==> config.mk <==
export PLATFORM = sky130hd
export DESIGN_NAME = integer_to_word_tokens_unit
export DESIGN_NICKNAME = d
export VERILOG_FILES = /design/src/rtl/core/itw_pkg.sv /design/src/rtl/core/integer_to_word_tokens_unit.sv
export SDC_FILE = /design/constraint.sdc
export NUM_CORES = 1
export LEC_CHECK = 0
export BUFFER_PORTS_ARGS = -buffer_cell sky130_fd_sc_hd__buf_4
export CORE_MARGIN = 3
export CORE_UTILIZATION = 45
export DETAILED_ROUTE_END_ITERATION = 10
export MAX_ROUTING_LAYER = met4
export SYNTH_ARGS = -nofsm -noshare
export SYNTH_HDL_FRONTEND = slang
export SYNTH_SLANG_ARGS = --single-unit
==> constraint.sdc <==
create_clock -name aclk -period 4.25 [get_ports aclk]
set_input_delay 0 -clock aclk [delete_from_list [all_inputs] [get_ports aclk]]
set_output_delay 0 -clock aclk [all_outputs]
set_load 0.02 [all_outputs]
==> src/rtl/core/itw_pkg.sv <==
`default_nettype none
// ----------------------------------------------------------------------------
// itw_pkg
// Token codes and widths for the integer-to-word-tokens unit.
// ----------------------------------------------------------------------------
package itw_pkg;

    localparam int unsigned NumWidth   = 31;
    localparam int unsigned TokWidth   = 5;
    localparam int unsigned BcdDigits  = 12;   // four groups of three digits
    localparam int unsigned BcdWidth   = 4 * BcdDigits;

    typedef logic [TokWidth-1:0] token_t;
    typedef logic [3:0]          digit_t;

    localparam token_t TOK_ZERO     = 5'd0;
    localparam token_t TOK_TEN      = 5'd10;
    localparam token_t TOK_TENS_OFS = 5'd18;   // Twenty is 20, tens digit 2
    localparam token_t TOK_HUNDRED  = 5'd28;
    localparam token_t TOK_THOUSAND = 5'd29;
    localparam token_t TOK_MILLION  = 5'd30;
    localparam token_t TOK_BILLION  = 5'd31;

endpackage : itw_pkg
`default_nettype wire

==> src/rtl/core/integer_to_word_tokens_unit.sv <==
`default_nettype none
// ----------------------------------------------------------------------------
// integer_to_word_tokens_unit
// Spells a 31-bit unsigned integer as a run of English word tokens.
// ----------------------------------------------------------------------------
// Sequence: shift-add-3 binary to BCD conversion after the item is accepted,
//   then a scan of 4 groups x 5 token slots at one slot per cycle while the
//   result side does not stall; each token is registered onto m_tdata. Zero
//   skips the scan and is sent as the single word Zero.
// Flow: s_tready is high only while idle, so a new item is accepted only after
//   the previous one is fully converted and scanned, one at a time through the
//   shared BCD adjust unit and the one-slot-per-cycle token scan.
// Reset: aresetn (sync, active low) returns the sequencer to idle and drops
//   m_tvalid; datapath registers are not reset.
// ----------------------------------------------------------------------------
module integer_to_word_tokens_unit
    import itw_pkg::*;
(
    input  wire logic        aclk,
    input  wire logic        aresetn,
    // input items
    input  wire logic        s_tvalid,
    output logic             s_tready,
    input  wire logic [31:0] s_tdata,   // [30:0] number, [31] zero pad
    // result items
    output logic             m_tvalid,
    input  wire logic        m_tready,
    output logic [7:0]       m_tdata,   // [4:0] word_token, [7:5] zero pad
    output logic             m_tlast    // last_word
);

    localparam int unsigned ConvSteps = NumWidth;
    localparam int unsigned CntWidth  = $clog2(ConvSteps);

    typedef enum logic [1:0] {ST_IDLE, ST_CONVERT, ST_EMIT} state_t;

    // token slots within one group of three digits, in output order
    typedef enum logic [2:0] {
        SL_HUND_DIGIT, SL_HUND_WORD, SL_TENS, SL_ONES, SL_SCALE
    } slot_t;

    state_t                state_reg, state_next;
    slot_t                 slot_reg, slot_next;
    logic [1:0]            group_reg, group_next;   // 0 billions .. 3 units
    logic [CntWidth-1:0]   cnt_reg, cnt_next;
    logic [NumWidth-1:0]   bin_reg, bin_next;
    logic [BcdWidth-1:0]   bcd_reg, bcd_next;
    logic                  zero_reg, zero_next;
    logic                  m_valid_reg, m_valid_next;
    token_t                m_tok_reg, m_tok_next;
    logic                  m_last_reg, m_last_next;

    // shared adjust unit: add 3 to every BCD digit of 5 or more
    logic [BcdWidth-1:0]   bcd_adj;
    always_comb begin
        for (int d = 0; d < BcdDigits; d++) begin
            if (bcd_reg[4*d +: 4] >= 4'd5) begin
                bcd_adj[4*d +: 4] = bcd_reg[4*d +: 4] + 4'd3;
            end else begin
                bcd_adj[4*d +: 4] = bcd_reg[4*d +: 4];
            end
        end
    end

    // group view: the units group (group 3) sits in the lowest twelve bits, flagged by group_nz[0]
    logic [3:0] group_nz;
    always_comb begin
        for (int g = 0; g < 4; g++) begin
            group_nz[g] = |bcd_reg[12*g +: 12];
        end
    end

    digit_t h_dig, t_dig, o_dig;
    logic   rest_nz;       // a later group has a non-zero digit
    logic   has_scale;     // this group carries a scale word
    token_t scale_tok;
    always_comb begin
        unique case (group_reg)
            2'd0: begin
                {h_dig, t_dig, o_dig} = bcd_reg[47:36];
                rest_nz   = |group_nz[2:0];
                has_scale = 1'b1;
                scale_tok = TOK_BILLION;
            end
            2'd1: begin
                {h_dig, t_dig, o_dig} = bcd_reg[35:24];
                rest_nz   = |group_nz[1:0];
                has_scale = 1'b1;
                scale_tok = TOK_MILLION;
            end
            2'd2: begin
                {h_dig, t_dig, o_dig} = bcd_reg[23:12];
                rest_nz   = group_nz[0];
                has_scale = 1'b1;
                scale_tok = TOK_THOUSAND;
            end
            default: begin
                {h_dig, t_dig, o_dig} = bcd_reg[11:0];
                rest_nz   = 1'b0;
                has_scale = 1'b0;
                scale_tok = TOK_ZERO;
            end
        endcase
    end

    // token of the current slot, whether it exists, and whether one follows
    logic   grp_nz, is_teen, o_emits;
    logic   slot_emit, slot_more;
    token_t slot_tok;
    always_comb begin
        grp_nz  = (h_dig != 4'd0) || (t_dig != 4'd0) || (o_dig != 4'd0);
        is_teen = (t_dig == 4'd1);
        o_emits = (o_dig != 4'd0) && !is_teen;
        unique case (slot_reg)
            SL_HUND_DIGIT: begin
                slot_emit = (h_dig != 4'd0);
                slot_tok  = {1'b0, h_dig};
                slot_more = 1'b1;
            end
            SL_HUND_WORD: begin
                slot_emit = (h_dig != 4'd0);
                slot_tok  = TOK_HUNDRED;
                slot_more = (t_dig != 4'd0) || o_emits || has_scale || rest_nz;
            end
            SL_TENS: begin
                slot_emit = (t_dig != 4'd0);
                slot_tok  = is_teen ? TOK_TEN + {1'b0, o_dig}
                                    : TOK_TENS_OFS + {1'b0, t_dig};
                slot_more = o_emits || has_scale || rest_nz;
            end
            SL_ONES: begin
                slot_emit = o_emits;
                slot_tok  = {1'b0, o_dig};
                slot_more = has_scale || rest_nz;
            end
            default: begin
                slot_emit = grp_nz && has_scale;
                slot_tok  = scale_tok;
                slot_more = rest_nz;
            end
        endcase
    end

    logic out_free;
    assign out_free = !m_valid_reg || m_tready;

    always_comb begin
        state_next   = state_reg;
        slot_next    = slot_reg;
        group_next   = group_reg;
        cnt_next     = cnt_reg;
        bin_next     = bin_reg;
        bcd_next     = bcd_reg;
        zero_next    = zero_reg;
        m_valid_next = m_valid_reg;
        m_tok_next   = m_tok_reg;
        m_last_next  = m_last_reg;

        if (m_valid_reg && m_tready) begin
            m_valid_next = 1'b0;
        end

        unique case (state_reg)
            ST_IDLE: begin
                if (s_tvalid) begin
                    bin_next   = s_tdata[NumWidth-1:0];
                    bcd_next   = '0;
                    cnt_next   = '0;
                    zero_next  = (s_tdata[NumWidth-1:0] == '0);
                    state_next = ST_CONVERT;
                end
            end
            ST_CONVERT: begin
                bcd_next = {bcd_adj[BcdWidth-2:0], bin_reg[NumWidth-1]};
                bin_next = {bin_reg[NumWidth-2:0], 1'b0};
                cnt_next = cnt_reg + 1'b1;
                if (cnt_reg == CntWidth'(ConvSteps - 1)) begin
                    state_next = ST_EMIT;
                    group_next = 2'd0;
                    slot_next  = SL_HUND_DIGIT;
                end
            end
            default: begin
                if (zero_reg) begin
                    // zero spells as the single word Zero
                    if (out_free) begin
                        m_valid_next = 1'b1;
                        m_tok_next   = TOK_ZERO;
                        m_last_next  = 1'b1;
                        state_next   = ST_IDLE;
                    end
                end else if (!slot_emit || out_free) begin
                    if (slot_emit) begin
                        m_valid_next = 1'b1;
                        m_tok_next   = slot_tok;
                        m_last_next  = !slot_more;
                    end
                    unique case (slot_reg)
                        SL_HUND_DIGIT: slot_next = SL_HUND_WORD;
                        SL_HUND_WORD:  slot_next = SL_TENS;
                        SL_TENS:       slot_next = SL_ONES;
                        SL_ONES:       slot_next = SL_SCALE;
                        default: begin
                            slot_next = SL_HUND_DIGIT;
                            if (group_reg == 2'd3) begin
                                state_next = ST_IDLE;
                            end else begin
                                group_next = group_reg + 2'd1;
                            end
                        end
                    endcase
                end
            end
        endcase
    end

    always_ff @(posedge aclk) begin
        if (!aresetn) begin
            state_reg   <= ST_IDLE;
            slot_reg    <= SL_HUND_DIGIT;
            group_reg   <= 2'd0;
            cnt_reg     <= '0;
            zero_reg    <= 1'b0;
            m_valid_reg <= 1'b0;
        end else begin
            state_reg   <= state_next;
            slot_reg    <= slot_next;
            group_reg   <= group_next;
            cnt_reg     <= cnt_next;
            zero_reg    <= zero_next;
            m_valid_reg <= m_valid_next;
        end
        bin_reg    <= bin_next;
        bcd_reg    <= bcd_next;
        m_tok_reg  <= m_tok_next;
        m_last_reg <= m_last_next;
    end

    assign s_tready = (state_reg == ST_IDLE);
    assign m_tvalid = m_valid_reg;
    assign m_tdata  = {3'b000, m_tok_reg};
    assign m_tlast  = m_last_reg;

endmodule : integer_to_word_tokens_unit
`default_nettype wire

==> summary.md, run 1 <==
| Metric | Value |
|---|---|
| Detailed Routing Iterations Pass 1 | 5 |
| Final nets | 770 |
| Avg WL per Cell | 15.24 um |
| Fin util | 55.52% |
| Reg clk slew, reported paths | 0.07 ns |
| Setup TNS | 0 ns |
| RSZ-0062 raised after global routing | no |
| Maximum VDD drop | 0.2322 mV |
| Power density over the cells | 379.6 mW/mm^2 |
| Commonest non-fill, non-tap cell in the layout | nand2_1 |
| Die Y | 121.1 um |
| Clk root buf | clkbuf_16 |
| Slew @ Worst Pin | 1.110 ns |
| WHS | 0.01169 ns |
| Netlist cell types | 61 |
| Clock Path Buffers | 2 |
| Classification of the worst setup path | flop to flop |
| Async SR Flop Fraction | 0% |
| Register area | 0.002833 sq mm |
| Post-synthesis mux area share | 2.415% |
| CTS tree | done |
| Vias in the first global route | 4437 |
| Port bufs | 42 |
| Synth Area in Simple Gates | 21.09% |
| Vias per cell | 5.390 |
| Top_reg_cell synth | edfxtp_1 |
| Syn_area_per_cell | 9.486 sq um |
| Final setup fails | 0 |
| Core area | 0.01277 sq mm |
| Crit start category | flop |
| GP Congestion | 0.8848 |
| Multi-input logic area | 0.002880 sq mm |
| Post-synthesis sequential area ratio | 47.55% |
| Postcts setup bufs | 0 |
| Resized cells post-CTS | 0 |
| Share of layout cells above drive strength 1 | 10.87% |
| Post-Synth XOR/XNOR Area | 3.529% |
| Inserted Clock Buffers | 9 |
| Ant diodes | 0 |
| DP Wirelength | 9019 um |
| Hold WC Path Type | input pin to flop |
| Post-route minimum period | 3.283 ns |
| Antenna violations before repair | 0 |
| Largest family of logic cells by synthesized area | simple AND/OR/NAND/NOR gates |
| Tcrit/Tclk final | 77.24% |
| Layout area overhead | 19.05% |
| Iteration-0 DRC Markers | 417 |
| Critical path arrival | 3.54 ns |
| Pin count of the biggest net entering global routing | 82 |
| Gr ovfl total | 0 |
| Synth area leaders | edfxtp_1, ha_1, nand2_1 |
| ANT nets after route | 0 |
| Gr usage total | 19.42% |
| Crit. End Element | flop |
| Clk_skew | 0.009540 ns |
| Cell count after synthesis | 628 |
| Seq cells post-synth | 99 |
| Row count | 41 |
| Fmax | 0.3046 GHz |
| Syn Std Cell Area | 0.005957 sq mm |
| Max Cap Viol | 0 |
| First-pass GRT wire length | 21800 um |
| Number of synthesized flops with an enable pin | 85 |
| Final hold vios | 0 |
| Slew Viols, Final | 0 |
| DIE AREA | 0.01465 sq mm |
| Req. time, crit path | 4.51 ns |
| # IOs | 47 |
| Die W | 121.1 um |
| Status | finished, final reports clean |
| R2R Setup Slk | 0.97 ns |
| Fillers | 1127 |
| Slew headroom | 26.02% |
| LEAKAGE | 2.905 nW |
| Adder-cell share of the synthesized area | 8.402% |
| Setup ws final | 0.9675 ns |
| Starting density of the core | 46.64% |
| YS warnings | 0 |
| Critical Path Fanout Max | 14 |
| DR vias | 4695 |
| Dpl ws | 1.052 ns |
| # DRC | 0 |
| Max FFs per register | 48 |
| Clk_lat worst skew | 0.36 ns |
| Most frequent cells in the layout | nand2_1, edfxtp_1, nor2_1 |
| CTS sink count | 99 |
| Share of the synthesized area in the top cell type | 42.85% |
| H-tree depth | 3 |
| Cell taking the most area after synthesis | edfxtp_1 |
| Compound-Gate Fraction of Synth Area | 12.64% |
| Post-Route WL | 13270 um |
[routing by layer]
layer | GRT usage (%) | vias up | wire (um)
met5 | - | - | 0
met4 | 5.878 | 0 | 174
met3 | 4.755 | 16 | 602
met2 | 29.91 | 111 | 6338
met1 | 25.55 | 2231 | 6157
li1 | - | 2337 | -
[area by class of cell]
cell class / instances / share of cell area [%]
clock inverters: 7 / 1.764
repair buffers: 77 / 9.457
inverters: 38 / 2.011
well taps: 172 / 3.035
multi-input cells: 469 / 40.61
flip-flops and latches: 99 / 39.94
clock buffers: 9 / 3.176
[kinds of logic after synthesis]
logic type / count (synthesis)
AOI/OAI and AO/OA: 118
xor gates and xnor gates: 24
adders and majority gates: 40
buffers and inverters: 62
DFF: 99
muxes: 13
other: 1
and+or+nand+nor: 271
[worst max-delay path, cell delays in order (launching register included)]
cell and delay (ns):
dfxtp_1 0.39, inv_1 0.09, ha_1 0.37, a222oi_1 0.45, mux2i_2 0.23, o41ai_1 0.65
a211oi_1 0.23, a211oi_4 0.40, nor2_1 0.09, a211o_1 0.27
[worst paths after layout]
path / from / endpoint / depth (start not counted)
worst max-delay path: group_reg[0] / slot_reg[1] / 9
worst min register to register: bin_reg[13] / bin_reg[14] / 2
worst min-delay path: s_tvalid / zero_reg / 4
worst max register to register: group_reg[0] / slot_reg[1] / 9
[cell usage after synthesis, types with 10 or more instances]
library cell / n
dfxtp_1: 14
inv_1: 37
nand2_1: 127
xnor2_1: 14
clkbuf_1: 17
o21ai_0: 23
a21oi_1: 53
nor3_1: 13
a222oi_1: 11
xor2_1: 10
ha_1: 40
nand2b_1: 19
edfxtp_1: 85
nor2_1: 64
[repair_timing]
item                                    4_1_cts  5_1_grt
endpoints found under the hold margin        41        0
endpoints found under the setup margin        0        0
hold buffers                                 32        0
[where the power goes]
part	total, mW	leakage [nW]	switching [mW]	internal (mW)
sequential	1.25	1.00	0.0843	1.17
combinational	0.477	1.74	0.271	0.206
clock	0.963	0.164	0.383	0.580
[stage by stage]
stage	power [mW]	area (sq um)	std cells
5_1_grt	2.831	7092	871
6_report	2.692	7092	871
2_1_floorplan	1.583	5964	630
4_1_cts	2.708	7092	871
3_5_place_dp	1.722	6421	823
3_3_place_gp	1.704	6421	823
Note: power is estimated with default switching activity, not from simulation.
==> inputs of run 2 (changes only) <==
clock period = 3.16 ns   (was 4.25 ns; I/O delays follow)
==> summary.md, run 2 (synthesized netlist as in run 1, its figures left out) <==
| Metric | Value |
|---|---|
| Status | finished, final reports clean (unchanged) |
| RR Endpoint | m_tok_reg[2] (was slot_reg[1]) |
| Detailed Routing Iterations Pass 1 | 5 (unchanged) |
| Inserted Clock Buffers | 9 (unchanged) |
| CP max stage cell | nor4b_4 (was o41ai_1) |
| Busiest metal layer after global routing | met2 (unchanged) |
| Max Cap Viol | 0 (unchanged) |
| Layout area overhead | 20.27% (was 19.05%) |
| Max FFs per register | 48 (unchanged) |
| CTS sink count | 99 (unchanged) |
| Hold WC Path Type | input pin to flop (unchanged) |
| LEAKAGE | 2.961 nW (was 2.905 nW) |
| Die Y | 121.1 um (unchanged) |
| GP Congestion | 0.9415 (was 0.8848) |
| Reg-to-Reg Start | group_reg[0] (unchanged) |
| DIE AREA | 0.01465 sq mm (unchanged) |
| Hold endpoint | zero_reg (unchanged) |
| Gr usage total | 20.08% (was 19.42%) |
| Most frequent cells in the layout | nand2_1, edfxtp_1, nor2_1 (unchanged) |
| Slew headroom | 48.17% (was 26.02%) |
| Pin count of the biggest net entering global routing | 57 (was 82) |
| DR vias | 4728 (was 4695) |
| Avg WL per Cell | 15.44 um (was 15.24 um) |
| Final cell count without fillers | 887 (was 871) |
| Post-Route WL | 13690 um (was 13270 um) |
| Clk root buf | clkbuf_16 (unchanged) |
| Iteration-0 DRC Markers | 393 (was 417) |
| Min-delay src | s_tvalid (unchanged) |
| Antenna violations before repair | 0 (unchanged) |
| Post-route minimum period | 2.908 ns (was 3.283 ns) |
| Met1 GRT Util | 26.79% (was 25.55%) |
| Row count | 41 (unchanged) |
| Fillers | 1100 (was 1127) |
| Clk_skew | 0.01196 ns (was 0.009540 ns) |
| Crit-path cells | inv_1 -> ha_2 -> a222oi_1 -> mux2i_2 -> buf_4 -> nor4b_4 -> mux2_4 -> mux2i_1 -> a32o_1 -> a211oi_1 (was inv_1 -> ha_1 -> a222oi_1 -> mux2i_2 -> o41ai_1 -> a211oi_1 -> a211oi_4 -> nor2_1 -> a211o_1) |
| R2R Setup Slk | 0.25 ns (was 0.97 ns) |
| Share of layout cells above drive strength 1 | 13.85% (was 10.87%) |
| First-pass GRT wire length | 22540 um (was 21800 um) |
| Critical Path Fanout Max | 8 (was 14) |
| Critical path arrival | 2.99 ns (was 3.54 ns) |
| # DRC | 0 (unchanged) |
| Fmax | 0.3439 GHz (was 0.3046 GHz) |
| Multi-input logic area | 0.002899 sq mm (was 0.002880 sq mm) |
| Tcrit/Tclk final | 92.03% (was 77.24%) |
| Total Power | 3.457 mW (was 2.692 mW) |
| Die W | 121.1 um (unchanged) |
| CP max stage delay | 0.44 ns (was 0.65 ns) |
| Starting density of the core | 46.64% (unchanged) |
| Slew Viols, Final | 0 (unchanged) |
| Placed Cells | 835 (was 823) |
| Slew @ Worst Pin | 0.7559 ns (was 1.110 ns) |
| Core area | 0.01277 sq mm (unchanged) |
| Classification of the worst setup path | flop to flop (unchanged) |
| Req. time, crit path | 3.24 ns (was 4.51 ns) |
| Port bufs | 42 (unchanged) |
| Register area | 0.002835 sq mm (was 0.002833 sq mm) |
| H-tree depth | 3 (unchanged) |
| Worst-case reg-to-reg path depth | 10 (was 9) |
| Final nets | 786 (was 770) |
| Commonest non-fill, non-tap cell in the layout | nand2_1 (unchanged) |
| Fin util | 56.09% (was 55.52%) |
| Reg clk slew, reported paths | 0.07 ns (about the same) |
| Power density over the cells | 482.5 mW/mm^2 (was 379.6 mW/mm^2) |
| Maximum VDD drop | 0.2867 mV (was 0.2322 mV) |
| Beginning of the critical path | group_reg[0] (unchanged) |
| Met2 usage | 30.81% (was 29.91%) |
| Setup TNS | 0 ns (unchanged) |
| Vias per cell | 5.330 (was 5.390) |
| DP Wirelength | 9549 um (was 9019 um) |
| # IOs | 47 (unchanged) |
| Crit start category | flop (unchanged) |
| Met3 usage | 2.844% (was 4.755%) |
| Ant diodes | 0 (unchanged) |
| Final hold vios | 0 (unchanged) |
| Cells on Worst Hold Path | 4 (unchanged) |
| Clock Path Buffers | 2 (unchanged) |
| Gr ovfl total | 0 (unchanged) |
| Clk_lat worst skew | 0.35 ns (was 0.36 ns) |
| Final setup fails | 0 (unchanged) |
| ANT nets after route | 0 (unchanged) |
| RSZ-0062 raised after global routing | no (unchanged) |
| Crit. End Element | flop (unchanged) |
| Vias in the first global route | 4677 (was 4437) |
| CTS tree | done (unchanged) |
[run 2: worst max-delay path, delay by kind of cell, from the launching register on]
kind            cells  cell delay, ns
simple gates        1            0.44
mux                 3            0.69
compound gates      3            0.64
flops               1            0.36
buf+inv             2            0.27
fa+ha+maj           1            0.24
[run 2: stage by stage]
stage / hold slack, ns / area (sq um) / worst slack (ns)
global placement: 0.2800 / 6499 / 0.2014
finish: 0.02519 / 7164 / 0.2518
CTS: 0.007544 / 7113 / 0.1282
global route: 0.04288 / 7164 / 0.002433
detailed placement: 0.2788 / 6499 / 0.1644
floorplan: 0.1557 / 5964 / 0.2937
[run 2: area by class of cell]
| type | instances | share of cell area (%) |
|---|---|---|
| clock buffer | 9 | 3.144 |
| clock inverter | 7 | 0.9605 |
| inverter | 38 | 1.991 |
| multi-input combinational | 469 | 40.46 |
| sequential | 99 | 39.57 |
| tap | 172 | 3.004 |
| timing repair buffer | 93 | 10.86 |
[run 2: power by group]
group | internal [mW] | switching [mW]
Clock | 0.611 | 0.496
Combinational | 0.293 | 0.372
Sequential | 1.57 | 0.113
Total | 2.48 | 0.982
[run 2: repair_timing]
item / in CTS / in global routing
setup endpoints to repair: 0 / 11
buffers inserted: 0 / 4
resized for setup: 0 / 7
hold endpoints to repair: 41 / 0
hold buffers: 32 / 0
[run 2: how the worst max path moves through the flow]
stage	slack (ns)	to	cells past startpoint
2_1_floorplan	0.29	cnt_reg[2]	5
3_3_place_gp	0.20	m_tok_reg[2]	10
3_5_place_dp	0.16	m_tok_reg[2]	10
4_1_cts	0.13	m_tok_reg[2]	10
5_1_grt	0.002	m_tok_reg[2]	10
6_report	0.25	m_tok_reg[2]	10
[run 2: per-layer routing]
layer  routed length (um)  vias to the layer above
li1                     -                     2374
met1                 6353                     2217
met2                 6416                      114
met3                  642                       23
met4                  278                        0
met5                    0                        -
